### src/hw/rtl/recent_history_ring_buffer_macros.svh
// Assertion macros used by the top level of the recent history ring buffer.
`ifndef RECENT_HISTORY_RING_BUFFER_MACROS_SVH
`define RECENT_HISTORY_RING_BUFFER_MACROS_SVH

// Same-cycle implication, checked on every clock edge outside reset.
`define RHRB_ASSERT_NOW(lbl, ante, cons, msg) \
  lbl: assert property (@(posedge clk_i) disable iff (!rst_ni) (ante) |-> (cons)) \
    else $error(msg);

// Next-cycle implication, checked on every clock edge outside reset.
`define RHRB_ASSERT_NEXT(lbl, ante, cons, msg) \
  lbl: assert property (@(posedge clk_i) disable iff (!rst_ni) (ante) |=> (cons)) \
    else $error(msg);

`endif

### src/hw/rtl/rhrb_pkg.sv
// Types and constants of the recent history ring buffer.
`timescale 1ns / 1ps

package rhrb_pkg;

  localparam int unsigned DEPTH_DEFAULT = 16;

  localparam logic REQ_RECORD = 1'b0;
  localparam logic REQ_QUERY  = 1'b1;

  typedef struct packed {
    logic               req_type;
    logic signed [31:0] order_value;
    logic signed [15:0] count_requested;
  } in_req_t;

  typedef struct packed {
    logic signed [31:0] entry_value;
    logic               status;
    logic               last_of_run;
  } out_req_t;

  // Commands from the controller to the datapath.
  typedef struct packed {
    logic record;
    logic start;
    logic load_empty;
    logic advance;
  } cmd_t;

  // Status from the datapath to the controller.
  typedef struct packed {
    logic fill_zero;
    logic count_pos;
    logic last;
  } sts_t;

endpackage

### src/hw/rtl/rhrb_datapath.sv
// Datapath of the recent history ring buffer: entry memory, pointers and counters.
`timescale 1ns / 1ps

module rhrb_datapath #(
  parameter int unsigned DEPTH = rhrb_pkg::DEPTH_DEFAULT
) (
  input  logic              clk_i,
  input  logic              rst_ni,
  input  rhrb_pkg::in_req_t in_req_i,
  input  rhrb_pkg::cmd_t    cmd_i,
  output rhrb_pkg::sts_t    sts_o,
  output rhrb_pkg::out_req_t out_req_o
);

  localparam int unsigned PTR_W  = (DEPTH > 1) ? $clog2(DEPTH) : 1;
  localparam int unsigned FILL_W = $clog2(DEPTH + 1);
  localparam int unsigned CNT_W  = 15;
  localparam int unsigned MW     = (FILL_W > CNT_W) ? FILL_W : CNT_W;

  logic [31:0]       mem_q [DEPTH];
  logic [31:0]       rdata_q;
  logic [PTR_W-1:0]  wp_q, wp_d, rp_q, rp_d;
  logic [FILL_W-1:0] fill_q, fill_d, remaining_q, remaining_d;
  logic              empty_q, empty_d;
  logic [PTR_W-1:0]  wp_prev, rp_prev, rd_addr;
  logic [MW-1:0]     count_ext, fill_ext, n_sel;
  logic [FILL_W-1:0] n;

  assign wp_prev = (wp_q == '0) ? PTR_W'(DEPTH - 1) : wp_q - PTR_W'(1);
  assign rp_prev = (rp_q == '0) ? PTR_W'(DEPTH - 1) : rp_q - PTR_W'(1);
  assign rd_addr = cmd_i.start ? wp_prev : rp_prev;

  // A positive count is below 2^15, so its low bits carry the whole value.
  assign count_ext = MW'(in_req_i.count_requested[CNT_W-1:0]);
  assign fill_ext  = MW'(fill_q);
  assign n_sel     = (count_ext < fill_ext) ? count_ext : fill_ext;
  assign n         = n_sel[FILL_W-1:0];

  always_ff @(posedge clk_i) begin
    if (cmd_i.record) begin
      mem_q[wp_q] <= in_req_i.order_value;
    end
    if (cmd_i.start || cmd_i.advance) begin
      rdata_q <= mem_q[rd_addr];
    end
  end

  always_comb begin
    wp_d        = wp_q;
    fill_d      = fill_q;
    rp_d        = rp_q;
    remaining_d = remaining_q;
    empty_d     = empty_q;
    if (cmd_i.record) begin
      wp_d = (wp_q == PTR_W'(DEPTH - 1)) ? '0 : wp_q + PTR_W'(1);
      if (fill_q != FILL_W'(DEPTH)) begin
        fill_d = fill_q + FILL_W'(1);
      end
    end
    if (cmd_i.start) begin
      rp_d        = wp_prev;
      remaining_d = n;
      empty_d     = 1'b0;
    end
    if (cmd_i.load_empty) begin
      remaining_d = FILL_W'(1);
      empty_d     = 1'b1;
    end
    if (cmd_i.advance) begin
      rp_d        = rp_prev;
      remaining_d = remaining_q - FILL_W'(1);
    end
  end

  always_ff @(posedge clk_i or negedge rst_ni) begin
    if (!rst_ni) begin
      wp_q        <= '0;
      fill_q      <= '0;
      rp_q        <= '0;
      remaining_q <= '0;
      empty_q     <= 1'b0;
    end else begin
      wp_q        <= wp_d;
      fill_q      <= fill_d;
      rp_q        <= rp_d;
      remaining_q <= remaining_d;
      empty_q     <= empty_d;
    end
  end

  assign sts_o.fill_zero = (fill_q == '0);
  assign sts_o.count_pos = !in_req_i.count_requested[15] && (in_req_i.count_requested != '0);
  assign sts_o.last      = (remaining_q == FILL_W'(1));

  assign out_req_o.entry_value = empty_q ? '0 : signed'(rdata_q);
  assign out_req_o.status      = empty_q;
  assign out_req_o.last_of_run = (remaining_q == FILL_W'(1));

endmodule

### src/hw/rtl/rhrb_controller.sv
// Controller of the recent history ring buffer: request sequencing and handshakes.
`timescale 1ns / 1ps

module rhrb_controller (
  input  logic           clk_i,
  input  logic           rst_ni,
  input  logic           in_valid_i,
  input  logic           req_type_i,
  output logic           in_stall_o,
  output logic           out_valid_o,
  input  logic           out_stall_i,
  input  rhrb_pkg::sts_t sts_i,
  output rhrb_pkg::cmd_t cmd_o
);

  localparam logic ST_IDLE = 1'b0;
  localparam logic ST_BUSY = 1'b1;

  logic state_q, state_d;
  logic in_acc, out_acc;

  assign in_stall_o  = (state_q == ST_BUSY);
  assign out_valid_o = (state_q == ST_BUSY);
  assign in_acc      = in_valid_i && !in_stall_o;
  assign out_acc     = out_valid_o && !out_stall_i;

  always_comb begin
    state_d = state_q;
    cmd_o   = '0;
    case (state_q)
      ST_IDLE: begin
        if (in_acc) begin
          if (req_type_i == rhrb_pkg::REQ_RECORD) begin
            cmd_o.record = 1'b1;
          end else if (sts_i.fill_zero) begin
            cmd_o.load_empty = 1'b1;
            state_d          = ST_BUSY;
          end else if (sts_i.count_pos) begin
            cmd_o.start = 1'b1;
            state_d     = ST_BUSY;
          end
        end
      end
      ST_BUSY: begin
        if (out_acc) begin
          if (sts_i.last) begin
            state_d = ST_IDLE;
          end else begin
            // The next older entry is read as the current one is taken.
            cmd_o.advance = 1'b1;
          end
        end
      end
      default: begin
        state_d = ST_IDLE;
      end
    endcase
  end

  always_ff @(posedge clk_i or negedge rst_ni) begin
    if (!rst_ni) begin
      state_q <= ST_IDLE;
    end else begin
      state_q <= state_d;
    end
  end

endmodule

### src/hw/rtl/recent_history_ring_buffer.sv
// A record is stored as it is accepted; a query's first result comes in the cycle after it.
// Records go in one per cycle while idle; a query gives min(count, fill) results, one per
// cycle while the receiver does not stall, or one empty result on an empty log; the input is
// stalled until the last is taken. The entry memory's single registered read port sets this rate.
// Reset clears the pointers and fill count; the entry memory is not cleared.
`timescale 1ns / 1ps

`include "recent_history_ring_buffer_macros.svh"

module recent_history_ring_buffer #(
  parameter int unsigned DEPTH = rhrb_pkg::DEPTH_DEFAULT
) (
  input  logic               clk_i,
  input  logic               rst_ni,
  input  logic               in_valid_i,
  output logic               in_stall_o,
  input  rhrb_pkg::in_req_t  in_req_i,
  output logic               out_valid_o,
  input  logic               out_stall_i,
  output rhrb_pkg::out_req_t out_req_o
);

  rhrb_pkg::cmd_t cmd;
  rhrb_pkg::sts_t sts;

  rhrb_controller u_ctrl (
    .clk_i       (clk_i),
    .rst_ni      (rst_ni),
    .in_valid_i  (in_valid_i),
    .req_type_i  (in_req_i.req_type),
    .in_stall_o  (in_stall_o),
    .out_valid_o (out_valid_o),
    .out_stall_i (out_stall_i),
    .sts_i       (sts),
    .cmd_o       (cmd)
  );

  rhrb_datapath #(
    .DEPTH (DEPTH)
  ) u_dp (
    .clk_i     (clk_i),
    .rst_ni    (rst_ni),
    .in_req_i  (in_req_i),
    .cmd_i     (cmd),
    .sts_o     (sts),
    .out_req_o (out_req_o)
  );

  `RHRB_ASSERT_NOW(a_busy_stalls_input, out_valid_o, in_stall_o, "input accepted during a query")
  `RHRB_ASSERT_NOW(a_empty_is_last, out_valid_o && out_req_o.status, out_req_o.last_of_run, "empty status not last")
  `RHRB_ASSERT_NEXT(a_run_continues, out_valid_o && !out_stall_i && !out_req_o.last_of_run, out_valid_o, "query run cut short")
  `RHRB_ASSERT_NEXT(a_no_result_on_bad_count, in_valid_i && !in_stall_o && (in_req_i.req_type == rhrb_pkg::REQ_QUERY) && !sts.fill_zero && !sts.count_pos, !out_valid_o, "result for nonpositive count")

endmodule

### config.mk
export PLATFORM = sky130hd
export DESIGN_NAME = recent_history_ring_buffer
export DESIGN_NICKNAME = d
export VERILOG_FILES = /design/src/hw/rtl/rhrb_pkg.sv /design/src/hw/rtl/rhrb_datapath.sv /design/src/hw/rtl/rhrb_controller.sv /design/src/hw/rtl/recent_history_ring_buffer.sv
export VERILOG_INCLUDE_DIRS = /design/src /design/src/hw/rtl
export SDC_FILE = /design/constraint.sdc
export NUM_CORES = 1
export LEC_CHECK = 0
export BUFFER_PORTS_ARGS = -buffer_cell sky130_fd_sc_hd__buf_4
export CAP_MARGIN = 10
export CORE_MARGIN = 5
export CORE_UTILIZATION = 65
export DETAILED_ROUTE_END_ITERATION = 12
export MAX_ROUTING_LAYER = met4
export PLACE_DENSITY = 0.83
export REMOVE_ABC_BUFFERS = 1
export SYNTH_ARGS = -nofsm -noshare
export SYNTH_HDL_FRONTEND = slang
export SYNTH_SLANG_ARGS = --single-unit
### constraint.sdc
create_clock -name clk_i -period 7.21 [get_ports clk_i]
set_input_delay 1.442 -clock clk_i [delete_from_list [all_inputs] [get_ports clk_i]]
set_output_delay 1.442 -clock clk_i [all_outputs]
set_load 0.01 [all_outputs]
==> metrics.txt <==
share of cells above drive strength 1=approximately 15%; Seq pwr share=approximately two fifths; CP max-delay cell=mux2i_4; Mapped Area=22100 µm²; Vert. Die Dim=195 µm; post-DR vias/cell=6.45; Clock Path Buffers=3; Post-CTS Setup Repair Bufs=0; layout net count=1436; Tcrit/Tclk final=63.4%; Max Cap Viol=0; EDFF count, synth=around 540; ys async rst share=about 3.5%; die width=195 µm; Detail Route Antenna Nets=0; Cells after DPL=between 1500 and 2000; CTS buffer count=53; Starting Density=65.9%; CTS tree=yes; total gr overflow=0; antenna cells=0; # port buffers=88; WL final=48000 µm; Setup crit start kind=primary input; Crit Path Class=in -> reg; Starting DRT DRC Count=1193; HPWL after DPL=~25000 µm; setup TNS=0 ns; achievable frequency=219 MHz; Worst Path Arrival=4.87 ns; first-pass GRT wire length=~70000 µm; PwrDens=407 nW/µm²; full die area=37900 µm²; number of clock sinks=~560; DRC viols=0; CP Buf/Inv Count=2; CTS Hold Bufs=0; DRT Pass-1 Iters=5; Int Power=0.00686 W; Reg clk slew, reported paths=0.06 ns; largest net degree at the start of global routing=89; post-synth cell types=44; HP Class=reg -> reg; Leak=8.73 nW; Worst-Skew Late Latency=~0.56 ns; sw frac=32.6%; via count=between 10000 and 15000; Crit Path Max Fanout=88; Avg Cell Area, Syn=17.6 µm²; final setup vio count=0; Worst path max stage delay=approximately 0.57 ns; GPL Wtd Cong=0.814; H-tree Lvls=2; number of global-route vias before repair=~12000; fin crit period=around 4.6 ns; DP Worst Slack=roughly 2.2 ns; drt wl/cell=25.9 µm; Warnings, synthesis=0; core area=33600 µm²; Comb power frac=34.3%; CP endpoint kind=flip-flop; Worst VDD drop=0.380 mV; all-layer global routing usage=25.6%; relative max-transition margin=21.6%; RSZ-0062 raised after global routing=no; # IOs=89; slew at the pin with the worst max-slew slack=between 1 and 1.5 ns; Rows=67; Layout area overhead=12.9%; Setup Skew=0.0116 ns; CP Data Required Time=7.51 ns; register bit total from synthesis=564; Final WS setup=2.64 ns; register area share after synthesis=76.0%; Post-Layout Cell Count=1853; Worst path top cell family by delay=simple AND/OR/NAND/NOR gates; worst path cell trace=buf_4 -> nor4_1 -> nand4_1 -> nand2_2 -> mux2i_4 -> buf_12 -> mux2i_1 -> o22ai_1 -> or4_1; initial antenna violation count=0; Fin. Hold Viols=0; Sw Pwr=0.00332 W; Max Slew Vio Count=0; clock share of power=25.2%; Top FF cell, synth=edfxtp_1; Syn Inst Count=about 1300; Resize count post-CTS=0; CTS root buf=clkbuf_16; status=complete, no violations
-- per-layer routing --
metal	wire, µm	up-vias	GRT usage (%)	share of wire (%)
li1	-	5233	-	-
met1	19200	5960	35.9	40
met2	22900	630	39.7	48
met3	4530	128	4.17	9.4
met4	1370	0	7.47	2.9
met5	0	-	-	0
-- kinds of logic after synthesis --
family          after synthesis  synth area share [%]
buf+inv                      76                  1.88
compound gates              166                  4.71
fa+ha+maj                    15                 0.847
flops                       564                  76.0
simple gates                159                  4.16
mux                         268                  12.1
xor+xnor                      7                 0.277
-- flip-flops by register name, indices dropped and copies added, names as in the netlist --
register and count:
u_dp.rdata_q 32, u_dp.empty_q 1, u_dp.remaining_q 5, u_ctrl.in_stall_o 1, u_dp.mem_q 512, u_dp.fill_q 5
u_dp.rp_q 4, u_dp.wp_q 4
-- synthesized netlist by cell type (2+ instances only) --
| cell type | n | area, µm² |
|---|---|---|
| edfxtp_1 | 544 | 16300 |
| mux2i_1 | 265 | 2650 |
| o22ai_1 | 128 | 801 |
| buf_2 | 35 | 175 |
| nor2b_1 | 33 | 206 |
| or4_1 | 32 | 240 |
| nand2_1 | 27 | 101 |
| nor2_1 | 25 | 93.8 |
| dfrtp_1 | 20 | 500 |
| ha_1 | 15 | 188 |
| inv_1 | 14 | 52.6 |
| o21ai_0 | 13 | 65.1 |
| buf_4 | 11 | 82.6 |
| nor3_1 | 9 | 45.0 |
| a21oi_1 | 8 | 40.0 |
| nand2b_1 | 7 | 43.8 |
| buf_6 | 6 | 67.6 |
| clkbuf_1 | 6 | 22.5 |
| xnor2_1 | 6 | 52.6 |
| buf_1 | 4 | 15.0 |
| nand3_1 | 4 | 20.0 |
| nand3b_1 | 4 | 30.0 |
| nor4_1 | 4 | 25.0 |
| a21o_1 | 3 | 22.5 |
| a22oi_1 | 3 | 22.5 |
| and2_1 | 3 | 18.8 |
| mux2_2 | 3 | 33.8 |
| nand4_1 | 3 | 18.8 |
| nor3b_1 | 3 | 22.5 |
| o211ai_1 | 2 | 15.0 |
| o21bai_1 | 2 | 15.0 |
-- through the flow --
step	hold WS [ns]	power (W)	area [µm²]	util (%)
after floorplan	0.493	0.00631	21800	-
final	0.547	0.0102	25000	74.4
after CTS	0.548	0.0102	25000	74.4
after global placement	0.539	0.00751	23400	69.6
after detailed placement	0.532	0.00764	23400	69.6
after global routing	0.590	0.0106	25000	74.4
-- worst min-delay path, stage by stage (launching register included) --
cell and delay [ns]:
dfrtp_1 0.37, a31oi_1 0.08, o21ai_0 0.06
-- worst paths after layout --
path | start | end | slack (ns) | cells after the start
hold / removal | u_dp.remaining_q[1] | u_dp.remaining_q[1] | 0.55 | 2
max in group asynchronous | rst_ni | u_dp.empty_q | 6.24 | 1
min in group asynchronous | rst_ni | u_dp.remaining_q[3] | 0.75 | 1
setup reg to reg | u_dp.fill_q[1] | u_dp.rdata_q[19] | 3.19 | 10
setup / recovery | in_req_i[13] | u_dp.rdata_q[19] | 2.64 | 9
hold reg to reg | u_dp.remaining_q[1] | u_dp.remaining_q[1] | 0.55 | 2
-- power by group through the flow --
stage / Combinational (W) / Clock, W / Sequential, W
after detailed placement: 0.00345 / 0 / 0.00419
after global routing: 0.00374 / 0.00273 / 0.00415
after CTS: 0.00349 / 0.00259 / 0.00412
after floorplan: 0.00220 / 0 / 0.00411
final: 0.00350 / 0.00257 / 0.00412
after global placement: 0.00333 / 0 / 0.00418
-- final cells by class --
class                           instances  area, µm²
Clock inverter                         28        213
Inverter                               14       52.6
Timing Repair Buffer                  120        938
Clock buffer                           64       1390
Tap cell                              448        561
Multi-Input combinational cell        615       5020
Fill cell                            1889       8600
Sequential cell                       564      16800
-- placed cells by master, fill, tap and decap left out, types with 8 or more instances in the layout --
| cell | netlist | layout |
|---|---|---|
| edfxtp_1 | 544 | 544 |
| mux2i_1 | 265 | 264 |
| o22ai_1 | 128 | 128 |
| buf_4 | 11 | 117 |
| clkbuf_16 | 0 | 54 |
| nor2b_1 | 33 | 33 |
| or4_1 | 32 | 32 |
| nand2_1 | 27 | 26 |
| dfrtp_1 | 20 | 19 |
| ha_1 | 15 | 15 |
| inv_1 | 14 | 14 |
| nor2_1 | 25 | 13 |
| o21ai_0 | 13 | 13 |
| clkinv_1 | 0 | 13 |
| nor2_4 | 0 | 12 |
| clkbuf_1 | 6 | 10 |
| clkinv_2 | 0 | 9 |
| a21oi_1 | 8 | 8 |
Power figures use the tool's default switching activity.
